$ cat config.mk
export PLATFORM = sky130hd
export DESIGN_NAME = framed_uart_command_receiver
export DESIGN_NICKNAME = d
export VERILOG_FILES = /design/src/rtl/core/fcr_pkg.sv /design/src/rtl/core/fcr_ram.sv /design/src/rtl/core/fcr_out_queue.sv /design/src/rtl/core/framed_uart_command_receiver.sv
export SDC_FILE = /design/constraint.sdc
export NUM_CORES = 1
export LEC_CHECK = 0
export ABC_CLOCK_PERIOD_IN_PS = 8950
export BUFFER_PORTS_ARGS = -buffer_cell sky130_fd_sc_hd__buf_2
export CAP_MARGIN = 10
export CORE_AREA = 3 3 221 223
export CTS_CLUSTER_DIAMETER = 30
export DETAILED_ROUTE_END_ITERATION = 8
export DIE_AREA = 0 0 224 226
export GPL_TIMING_DRIVEN = 0
export PLACE_DENSITY_LB_ADDON = 0.05
export SYNTH_ARGS = -nofsm -noshare
export SYNTH_HDL_FRONTEND = slang
export SYNTH_SLANG_ARGS = --single-unit
$ cat constraint.sdc
create_clock -name clk -period 8.95 [get_ports clk]
set_input_delay 1.79 -clock clk [delete_from_list [all_inputs] [get_ports clk]]
set_output_delay 1.79 -clock clk [all_outputs]
set_load 0.005 [all_outputs]
$ cat src/rtl/core/fcr_pkg.sv
`timescale 1ns / 1ps
// ----------------------------------------------------------------------------
// fcr_pkg
// Types, register indexes and character tables of the framed command receiver.
// ----------------------------------------------------------------------------
package fcr_pkg;

  localparam int NUM_REGS   = 8;
  localparam int HEAD_DEPTH = 10;
  localparam int HEAD_AW    = $clog2(HEAD_DEPTH);

  typedef enum logic [2:0] {
    REG_HEADER_FIRST  = 3'd0,
    REG_HEADER_SECOND = 3'd1,
    REG_TRAILER_FIRST = 3'd2,
    REG_TRAILER_SECOND = 3'd3,
    REG_LENGTH_HIGH   = 3'd4,
    REG_ASK_CODE      = 3'd5,
    REG_DATA_CODE     = 3'd6,
    REG_ANSWER_CODE   = 3'd7
  } fcr_reg_t;

  typedef enum logic [1:0] {
    ST_IDLE,
    ST_READ,
    ST_EVAL,
    ST_BURST
  } fcr_state_t;

  typedef struct packed {
    logic       tx_valid;
    logic [7:0] tx_byte;
    logic       tx_last;
    logic       flash_active;
    logic       frame_done;
  } fcr_result_t;

  localparam logic [3:0] POS_LEN     = 4'd3;
  localparam logic [3:0] POS_CMD     = 4'd4;
  localparam logic [3:0] POS_PAYLOAD = 4'd5;
  localparam logic [3:0] POS_LAST    = 4'd9;
  localparam logic [3:0] POS_STOP_END = 4'd8;

  localparam logic [7:0] KEY_LENGTH    = 8'd13;
  localparam logic [7:0] ANSWER_LENGTH = 8'd3;
  localparam logic [7:0] STOP_LENGTH   = 8'd5;
  localparam logic [7:0] FLASH_LENGTH  = 8'd6;
  localparam logic [7:0] CHAR_S        = 8'h53;
  localparam logic [7:0] CHAR_F        = 8'h46;

  localparam logic [4:0] KEY_COUNT    = 5'd17;
  localparam logic [4:0] ANSWER_COUNT = 5'd9;

  function automatic logic [7:0] reg_reset(input logic [2:0] idx);
    logic [7:0] v;
    case (idx)
      REG_HEADER_FIRST:   v = 8'hAA;
      REG_HEADER_SECOND:  v = 8'h55;
      REG_TRAILER_FIRST:  v = 8'h0D;
      REG_TRAILER_SECOND: v = 8'h0A;
      REG_LENGTH_HIGH:    v = 8'h00;
      REG_ASK_CODE:       v = 8'd1;
      REG_DATA_CODE:      v = 8'd2;
      REG_ANSWER_CODE:    v = 8'd3;
      default:            v = 8'h00;
    endcase
    return v;
  endfunction

  function automatic logic [7:0] stop_char(input logic [2:0] idx);
    logic [7:0] c;
    case (idx)
      3'd0:    c = 8'h53;
      3'd1:    c = 8'h54;
      3'd2:    c = 8'h4F;
      3'd3:    c = 8'h50;
      default: c = 8'h00;
    endcase
    return c;
  endfunction

  function automatic logic [7:0] flash_char(input logic [2:0] idx);
    logic [7:0] c;
    case (idx)
      3'd0:    c = 8'h46;
      3'd1:    c = 8'h4C;
      3'd2:    c = 8'h41;
      3'd3:    c = 8'h53;
      3'd4:    c = 8'h48;
      default: c = 8'h00;
    endcase
    return c;
  endfunction

  function automatic logic [7:0] greeting_char(input logic [3:0] idx);
    logic [7:0] c;
    case (idx)
      4'd0:    c = 8'h48;
      4'd1:    c = 8'h65;
      4'd2:    c = 8'h6C;
      4'd3:    c = 8'h6C;
      4'd4:    c = 8'h6F;
      4'd5:    c = 8'h5F;
      4'd6:    c = 8'h57;
      4'd7:    c = 8'h6F;
      4'd8:    c = 8'h72;
      4'd9:    c = 8'h6C;
      4'd10:   c = 8'h64;
      4'd11:   c = 8'h21;
      default: c = 8'h00;
    endcase
    return c;
  endfunction

endpackage

$ cat src/rtl/core/fcr_ram.sv
`timescale 1ns / 1ps
// ----------------------------------------------------------------------------
// fcr_ram
// Generic single-write, single-read RAM with a registered read port.
// ----------------------------------------------------------------------------
module fcr_ram #(
  parameter int WIDTH = 8,
  parameter int DEPTH = 10
) (
  input  logic                     clk,
  input  logic                     we,
  input  logic [$clog2(DEPTH)-1:0] waddr,
  input  logic [WIDTH-1:0]         wdata,
  input  logic [$clog2(DEPTH)-1:0] raddr,
  output logic [WIDTH-1:0]         rdata
);

  logic [WIDTH-1:0] mem [DEPTH];

  always_ff @(posedge clk) begin
    if (we) begin
      mem[waddr] <= wdata;
    end
    rdata <= mem[raddr];
  end

endmodule

$ cat src/rtl/core/fcr_out_queue.sv
`timescale 1ns / 1ps
// ----------------------------------------------------------------------------
// fcr_out_queue
// Two-entry result queue that decouples the receiver logic from the output.
// ----------------------------------------------------------------------------
module fcr_out_queue (
  input  logic                clk,
  input  logic                rst,
  input  logic                push,
  input  fcr_pkg::fcr_result_t push_data,
  output logic                full,
  output logic                out_valid,
  input  logic                out_ready,
  output fcr_pkg::fcr_result_t head
);
  import fcr_pkg::*;

  fcr_result_t slot0;
  fcr_result_t slot1;
  logic [1:0]  count;
  logic [1:0]  count_next;
  logic        pop;

  assign out_valid = (count != 2'd0);
  assign full      = (count == 2'd2);
  assign pop       = out_valid && out_ready;
  assign head      = slot0;

  always_comb begin
    count_next = count;
    if (push && !pop) begin
      count_next = count + 2'd1;
    end else if (pop && !push) begin
      count_next = count - 2'd1;
    end
  end

  always_ff @(posedge clk) begin
    if (rst) begin
      count <= 2'd0;
    end else begin
      count <= count_next;
    end
  end

  always_ff @(posedge clk) begin
    if (pop) begin
      if (count == 2'd2) begin
        slot0 <= slot1;
        if (push) begin
          slot1 <= push_data;
        end
      end else if (push) begin
        slot0 <= push_data;
      end
    end else if (push) begin
      if (count == 2'd0) begin
        slot0 <= push_data;
      end else begin
        slot1 <= push_data;
      end
    end
  end

endmodule

$ cat src/rtl/core/framed_uart_command_receiver.sv
`timescale 1ns / 1ps
// ----------------------------------------------------------------------------
// framed_uart_command_receiver
// Finds framed commands in a serial byte stream and answers with frames.
// ----------------------------------------------------------------------------
// Requests enter on in_valid/in_ready: action selects a received byte
// (rx_byte) or a key press. Each request yields one or more results on
// out_valid/out_ready; tx_last marks the final result of a request.
// A plain received byte has its status result pushed into the output queue
// on acceptance; a new byte is taken every cycle while in_ready is high.
// A byte that closes a frame starts a read sweep of the frame store RAM
// (positions 3 to 9, one read per cycle, registered read data) and then an
// evaluation state: an ask frame goes on to its reply, any other frame
// queues its status result once the queue is not full.
// An ask frame yields 9 results and a key press 17, one per cycle while the
// queue is not full; no request is taken while such a reply is generated.
// Results pass through a two-entry queue, so a request is still taken while
// one result waits. When the output stalls, the queue fills and in_ready
// drops until a result is taken.
// Reset clears the frame counter, previous byte and flash flag, enters idle
// and loads register defaults; the frame store needs no clearing.
// Configuration writes (cfg_we, cfg_index, cfg_data) are registered.
// ----------------------------------------------------------------------------
module framed_uart_command_receiver #(
  parameter int COUNT_WRAP = 255
) (
  input  logic       clk,
  input  logic       rst,
  input  logic       in_valid,
  output logic       in_ready,
  input  logic       action,
  input  logic [7:0] rx_byte,
  output logic       out_valid,
  input  logic       out_ready,
  output logic       tx_valid,
  output logic [7:0] tx_byte,
  output logic       tx_last,
  output logic       flash_active,
  output logic       frame_done,
  input  logic       cfg_we,
  input  logic [3:0] cfg_index,
  input  logic [7:0] cfg_data
);
  import fcr_pkg::*;

  logic [7:0] cfg_regs [NUM_REGS];

  fcr_state_t state;
  fcr_state_t state_next;

  logic [7:0] frame_count;
  logic [7:0] frame_count_next;
  logic [7:0] head0;
  logic [7:0] head0_next;
  logic [7:0] prev_byte;
  logic [7:0] prev_byte_next;
  logic       flash;
  logic       flash_next;
  logic [3:0] rd_addr;
  logic [3:0] rd_addr_next;
  logic [7:0] len_q;
  logic [7:0] len_q_next;
  logic [7:0] cmd_q;
  logic [7:0] cmd_q_next;
  logic [7:0] first_q;
  logic [7:0] first_q_next;
  logic       stop_ok;
  logic       stop_ok_next;
  logic       flash_ok;
  logic       flash_ok_next;
  logic       burst_answer;
  logic       burst_answer_next;
  logic [4:0] burst_idx;
  logic [4:0] burst_idx_next;

  logic              accept;
  logic              ram_we;
  logic [HEAD_AW-1:0] ram_raddr;
  logic [7:0]        ram_rdata;
  logic              q_push;
  logic              q_full;
  fcr_result_t       q_item;
  fcr_result_t       q_head;

  logic [7:0] count_held;
  logic [7:0] count_inc;
  logic       mismatch;
  logic       closes;
  logic [3:0] data_pos;
  logic       flash_eval;
  logic [7:0] burst_byte;
  logic       burst_end;

  assign in_ready = (state == ST_IDLE) && !q_full;
  assign accept   = in_valid && in_ready;
  assign ram_we   = accept && !action && (frame_count < 8'(HEAD_DEPTH));
  assign ram_raddr = HEAD_AW'(rd_addr);
  assign data_pos = rd_addr - 4'd1;

  // Configuration registers.
  always_ff @(posedge clk) begin
    if (rst) begin
      for (int i = 0; i < NUM_REGS; i++) begin
        cfg_regs[i] <= reg_reset(3'(i));
      end
    end else if (cfg_we && (cfg_index < 4'(NUM_REGS))) begin
      cfg_regs[cfg_index[2:0]] <= cfg_data;
    end
  end

  fcr_ram #(
    .WIDTH(8),
    .DEPTH(HEAD_DEPTH)
  ) u_head_ram (
    .clk  (clk),
    .we   (ram_we),
    .waddr(HEAD_AW'(frame_count)),
    .wdata(rx_byte),
    .raddr(ram_raddr),
    .rdata(ram_rdata)
  );

  // Receive path: resync on the header pair and look for the trailer pair.
  always_comb begin
    mismatch   = (frame_count == 8'd1) && (rx_byte != cfg_regs[REG_HEADER_SECOND]);
    head0_next = ((frame_count == 8'd0) || mismatch) ? rx_byte : head0;
    count_held = mismatch ? 8'd0 : frame_count;
    count_inc  = (head0_next == cfg_regs[REG_HEADER_FIRST]) ? count_held + 8'd1 : 8'd0;
    closes     = (count_inc > 8'd7) && (prev_byte == cfg_regs[REG_TRAILER_FIRST])
                 && (rx_byte == cfg_regs[REG_TRAILER_SECOND]);
  end

  // Flash flag decision from the gathered frame fields.
  always_comb begin
    flash_eval = flash;
    if ((cmd_q != cfg_regs[REG_ASK_CODE]) && (cmd_q == cfg_regs[REG_DATA_CODE])) begin
      if ((len_q == STOP_LENGTH) && (first_q == CHAR_S)) begin
        if (stop_ok) begin
          flash_eval = 1'b0;
        end
      end else if ((len_q == FLASH_LENGTH) && (first_q == CHAR_F)) begin
        if (flash_ok) begin
          flash_eval = 1'b1;
        end
      end else begin
        flash_eval = 1'b0;
      end
    end
  end

  // Reply frame bytes.
  always_comb begin
    burst_byte = 8'h00;
    if (burst_answer) begin
      case (burst_idx)
        5'd0:    burst_byte = cfg_regs[REG_HEADER_FIRST];
        5'd1:    burst_byte = cfg_regs[REG_HEADER_SECOND];
        5'd2:    burst_byte = cfg_regs[REG_LENGTH_HIGH];
        5'd3:    burst_byte = ANSWER_LENGTH;
        5'd4:    burst_byte = cfg_regs[REG_ANSWER_CODE];
        5'd7:    burst_byte = cfg_regs[REG_TRAILER_FIRST];
        5'd8:    burst_byte = cfg_regs[REG_TRAILER_SECOND];
        default: burst_byte = 8'h00;
      endcase
    end else begin
      case (burst_idx)
        5'd0:    burst_byte = cfg_regs[REG_HEADER_FIRST];
        5'd1:    burst_byte = cfg_regs[REG_HEADER_SECOND];
        5'd2:    burst_byte = cfg_regs[REG_LENGTH_HIGH];
        5'd3:    burst_byte = KEY_LENGTH;
        5'd4:    burst_byte = cfg_regs[REG_DATA_CODE];
        default: burst_byte = greeting_char(4'(burst_idx - 5'd5));
      endcase
    end
    burst_end = burst_answer ? (burst_idx == ANSWER_COUNT - 5'd1)
                             : (burst_idx == KEY_COUNT - 5'd1);
  end

  always_comb begin
    state_next        = state;
    frame_count_next  = frame_count;
    prev_byte_next    = prev_byte;
    flash_next        = flash;
    rd_addr_next      = rd_addr;
    len_q_next        = len_q;
    cmd_q_next        = cmd_q;
    first_q_next      = first_q;
    stop_ok_next      = stop_ok;
    flash_ok_next     = flash_ok;
    burst_answer_next = burst_answer;
    burst_idx_next    = burst_idx;
    q_push            = 1'b0;
    q_item            = '{tx_valid: 1'b0, tx_byte: 8'h00, tx_last: 1'b1,
                          flash_active: flash, frame_done: 1'b0};
    case (state)
      ST_IDLE: begin
        if (accept) begin
          if (action) begin
            burst_answer_next = 1'b0;
            burst_idx_next    = 5'd0;
            state_next        = ST_BURST;
          end else begin
            prev_byte_next = rx_byte;
            if (closes) begin
              frame_count_next = 8'd0;
              rd_addr_next     = POS_LEN;
              stop_ok_next     = 1'b1;
              flash_ok_next    = 1'b1;
              state_next       = ST_READ;
            end else begin
              frame_count_next = (count_inc >= 8'(COUNT_WRAP)) ? 8'd0 : count_inc;
              q_push           = 1'b1;
            end
          end
        end
      end
      ST_READ: begin
        // Data for the address issued last cycle arrives now.
        if (rd_addr > POS_LEN) begin
          if (data_pos == POS_LEN) begin
            len_q_next = ram_rdata;
          end
          if (data_pos == POS_CMD) begin
            cmd_q_next = ram_rdata;
          end
          if (data_pos == POS_PAYLOAD) begin
            first_q_next = ram_rdata;
          end
          if ((data_pos >= POS_PAYLOAD) && (data_pos <= POS_STOP_END)
              && (ram_rdata != stop_char(3'(data_pos - POS_PAYLOAD)))) begin
            stop_ok_next = 1'b0;
          end
          if ((data_pos >= POS_PAYLOAD)
              && (ram_rdata != flash_char(3'(data_pos - POS_PAYLOAD)))) begin
            flash_ok_next = 1'b0;
          end
        end
        rd_addr_next = rd_addr + 4'd1;
        if (rd_addr == POS_LAST + 4'd1) begin
          state_next = ST_EVAL;
        end
      end
      ST_EVAL: begin
        if (cmd_q == cfg_regs[REG_ASK_CODE]) begin
          burst_answer_next = 1'b1;
          burst_idx_next    = 5'd0;
          state_next        = ST_BURST;
        end else if (!q_full) begin
          flash_next          = flash_eval;
          q_item.flash_active = flash_eval;
          q_item.frame_done   = 1'b1;
          q_push              = 1'b1;
          state_next          = ST_IDLE;
        end
      end
      ST_BURST: begin
        q_item = '{tx_valid: 1'b1, tx_byte: burst_byte, tx_last: burst_end,
                   flash_active: flash, frame_done: burst_answer};
        if (!q_full) begin
          q_push         = 1'b1;
          burst_idx_next = burst_idx + 5'd1;
          if (burst_end) begin
            state_next = ST_IDLE;
          end
        end
      end
      default: begin
        state_next = ST_IDLE;
      end
    endcase
  end

  always_ff @(posedge clk) begin
    if (rst) begin
      state       <= ST_IDLE;
      frame_count <= 8'd0;
      prev_byte   <= 8'd0;
      flash       <= 1'b0;
    end else begin
      state       <= state_next;
      frame_count <= frame_count_next;
      prev_byte   <= prev_byte_next;
      flash       <= flash_next;
    end
  end

  always_ff @(posedge clk) begin
    if (accept && !action) begin
      head0 <= head0_next;
    end
    rd_addr      <= rd_addr_next;
    len_q        <= len_q_next;
    cmd_q        <= cmd_q_next;
    first_q      <= first_q_next;
    stop_ok      <= stop_ok_next;
    flash_ok     <= flash_ok_next;
    burst_answer <= burst_answer_next;
    burst_idx    <= burst_idx_next;
  end

  fcr_out_queue u_out_queue (
    .clk      (clk),
    .rst      (rst),
    .push     (q_push),
    .push_data(q_item),
    .full     (q_full),
    .out_valid(out_valid),
    .out_ready(out_ready),
    .head     (q_head)
  );

  assign tx_valid     = q_head.tx_valid;
  assign tx_byte      = q_head.tx_byte;
  assign tx_last      = q_head.tx_last;
  assign flash_active = q_head.flash_active;
  assign frame_done   = q_head.frame_done;

endmodule

==> results.py <==
metrics = {
    "timing": {
        "worst_slew_pin_slew_ns": 0.984,
        "clock.fmax_mhz": 197,
        "fin_crit_sh": 0.567,
        "tns_ns": 0,
        "whs_ns": 0.467,
        "rsz0062_at_grt": "false",
        "maxSlewHeadroom": 0.339,
        "hold_viol_final": 0,
        "slew_viol_final": 0,
        "skew_ns": 0.0204,
        "setup_viol": 0,
        "period_minus_slack_ns": 5.07,
    },
    "power_and_ir_drop": {
        "power_density_nw_per_um2": 290,
        "irDropWorstVdd_uv": 107,
        "power.leakage_nw": 5.22,
    },
    "yosys": {
        "synth_cells": 935,
        "ys_types": 76,
        "yosys.area.top_type": "edfxtp_1",
        "ys_seq_elements": 241,
        "synth-async-reset-ratio": 0,
        "ys_warn_count": 0,
        "synth_area_leaders": "edfxtp_1 54%, dfxtp_1 5.0%, and2_1 3.6%",
        "synth_edf_count": 212,
        "syn_area_per_cell_um2": 12.5,
        "syn_nets": 987,
        "synth_top_area_frac": 0.543,
        "synth_area_um2": 11700,
        "yosysSeqAreaShare": 0.592,
        "synth_flop_cell": "edfxtp_1",
    },
    "layout": {
        "layoutNonFillerInstCount": 1701,
        "n_antenna_cell": 0,
        "layout-drive-gt1-share": 0.186,
        "area_delta_synth_final_pct": 26.8,
        "layout.nets": 1097,
        "final_common_cell": "edfxtp_1",
        "final_cell_mix": "212 x edfxtp_1, 81 x nand2_1, 69 x clkbuf_16",
        "design_area_um2": 14900,
        "fill_cells": 4725,
        "fin_util": 0.318,
    },
    "global_routing": {
        "gr-usage-all-layers": 0.141,
        "gr-total-overflow": 0,
        "grt_first_pass_wirelength_um": 53000,
        "grt_pass1_vias": 8178,
        "grt_max_degree": 17,
        "antenna_found_initial": 0,
    },
    "floorplan": {
        "rows": 79,
        "io-pin-count": 40,
        "coreArea_um2": 46800,
        "die_h_um": 226,
        "die_width_um": 224,
        "start_util": 0.251,
        "dieArea_um2": 50600,
    },
    "worst_setup_path": {
        "endpoint_kind": "register",
        "crit_fanout": 11,
        "worst-endpoint-required_ns": 9.20,
        "reg2reg_depth": 9,
        "path_class": "input pin to register",
        "r2r_slack_ns": 4.18,
        "critPathLaunchType": "input pin",
        "cp.arrival_ns": 5.32,
    },
    "placement": {
        "placed_area_um2": 12700,
        "post-place-cells": 1583,
        "dp_hpwl_um": 24300,
        "port_buffers": 39,
        "gp_congestion": 0.764,
    },
    "clocking": {
        "clock_sinks": 241,
        "cts_setup_buffers": 0,
        "ctsLongestPathBuffers": 3,
        "cts_resized": 0,
        "htree_levels": 3,
        "cts_hold_buf": 0,
        "cts.clk_slew.worst_paths_ns": 0.04,
        "cts_buffers": 67,
        "insertion_delay_ns": 0.56,
        "clockRootBuffer": "clkbuf_16",
        "cts_tree": "built",
    },
    "run_status": {
        "outcome": "finished clean",
    },
    "route": {
        "drt-initial-drc-count": 440,
        "num_vias": 7842,
        "drc": 0,
        "post_drt_via_cell_ratio": 4.61,
        "avgRoutedWirePerCell_um": 20.7,
        "ant_nets": 0,
        "first_pass_iters": 6,
        "drt_wl_total_um": 35300,
    },
    "min_path": {
        "hold_path.class": "register to register",
        "min_path_cells": 2,
    },
    "run": {
        "drv_cap": 0,
    },
}
## synth_stat cells (4+ instances only)
cell	instances
a41oi_1	8
a22oi_1	6
nor4_1	6
nand2b_1	18
mux2_2	18
and2_1	67
clkbuf_1	35
nor3_1	18
a21oi_1	48
a211oi_1	9
ha_1	26
mux2i_1	11
nand3_1	20
and3_1	8
a21o_1	4
a222oi_1	13
xnor2_1	39
o21ai_0	18
inv_1	18
xor2_1	26
edfxtp_1	212
nor2b_1	12
dfxtp_1	29
a31oi_1	10
or2_2	13
nand4_1	11
nor2_1	45
nor4b_1	4
nand2_1	81
or3_1	11
mux4_2	16
## report_power, final
| group | leakage (nW) | internal, mW | switching [mW] |
|---|---|---|---|
| combinational | 1.98 | 0.239 | 0.413 |
| clock | 1.04 | 1.58 | 0.668 |
| sequential | 2.20 | 1.34 | 0.0713 |
## metrics by stage
stage / worst slack, ns / total power, mW
floorplan: 3.87 / 1.84
global placement: 2.02 / 2.09
detailed placement: 3.25 / 2.09
CTS: 3.84 / 4.38
global route: 3.58 / 4.52
finish: 3.88 / 4.32
## final cells by class
type                       count  area (µm²)  area share
buffer                        42         188      0.0126
clock buffer                  80        1770       0.119
clock inverter                38         370      0.0249
inverter                      19        71.3     0.00480
multi-input combinational    633        4540       0.305
sequential                   241        6950       0.467
tap                          607         759      0.0511
timing repair buffer          41         221      0.0149
## per-layer routing
| metal | vias to the layer above | global-route usage | part of all wire |
|---|---|---|---|
| met1 | 3856 | 0.197 | 0.49 |
| met3 | 67 | 0.0324 | 0.039 |
| met4 | 0 | 0.0470 | 0.024 |
| li1 | 3763 | - | - |
| met5 | - | 0 | 0 |
| met2 | 156 | 0.218 | 0.45 |
## worst max-delay path: stages
cell and delay, ns:
buf_2 0.22, clkbuf_1 0.46, xnor2_1 0.18, nand4_1 0.32
o21ai_2 0.35, a2bb2o_1 0.31, a221o_1 0.31, nand4_1 0.30
o21ai_1 0.22, a21o_1 0.21, ha_1 0.18, nor3b_2 0.24
buf_6 0.20
## final timing paths
kind | start | end
max reg2reg | ram_raddr[0]$_SDFFCE_PN1P_ | first_q[1]$_DFFE_PP_
min | prev_byte[6]$_SDFFE_PP0P_ | prev_byte[6]$_SDFFE_PP0P_
min reg2reg | prev_byte[6]$_SDFFE_PP0P_ | prev_byte[6]$_SDFFE_PP0P_
max | rx_byte[3] | u_out_queue.slot1[3]$_DFFE_PP_
## sequential cells by signal, summed over array words and instances, names as in the netlist, 2 cells and up
name and count:
u_out_queue.head 12, burst_idx 5, state 2, frame_count 8
cmd_q 8, u_head_ram.mem 80, u_head_ram.rdata 8, len_q 8
prev_byte 8, first_q 8, cfg_regs 64, u_out_queue.slot1 12
head0 8, u_out_queue.count 2, ram_raddr 4
## kinds of logic (layout without fill, tap and decap cells)
logic type	after synthesis	after routing	share of synthesized area
mux	45	45	0.0574
xor+xnor	65	65	0.0485
flops	241	241	0.592
buf+inv	61	220	0.0221
simple gates	335	335	0.155
compound gates	162	162	0.0973
fa+ha+maj	26	26	0.0277
Power figures use the tool's default switching activity.
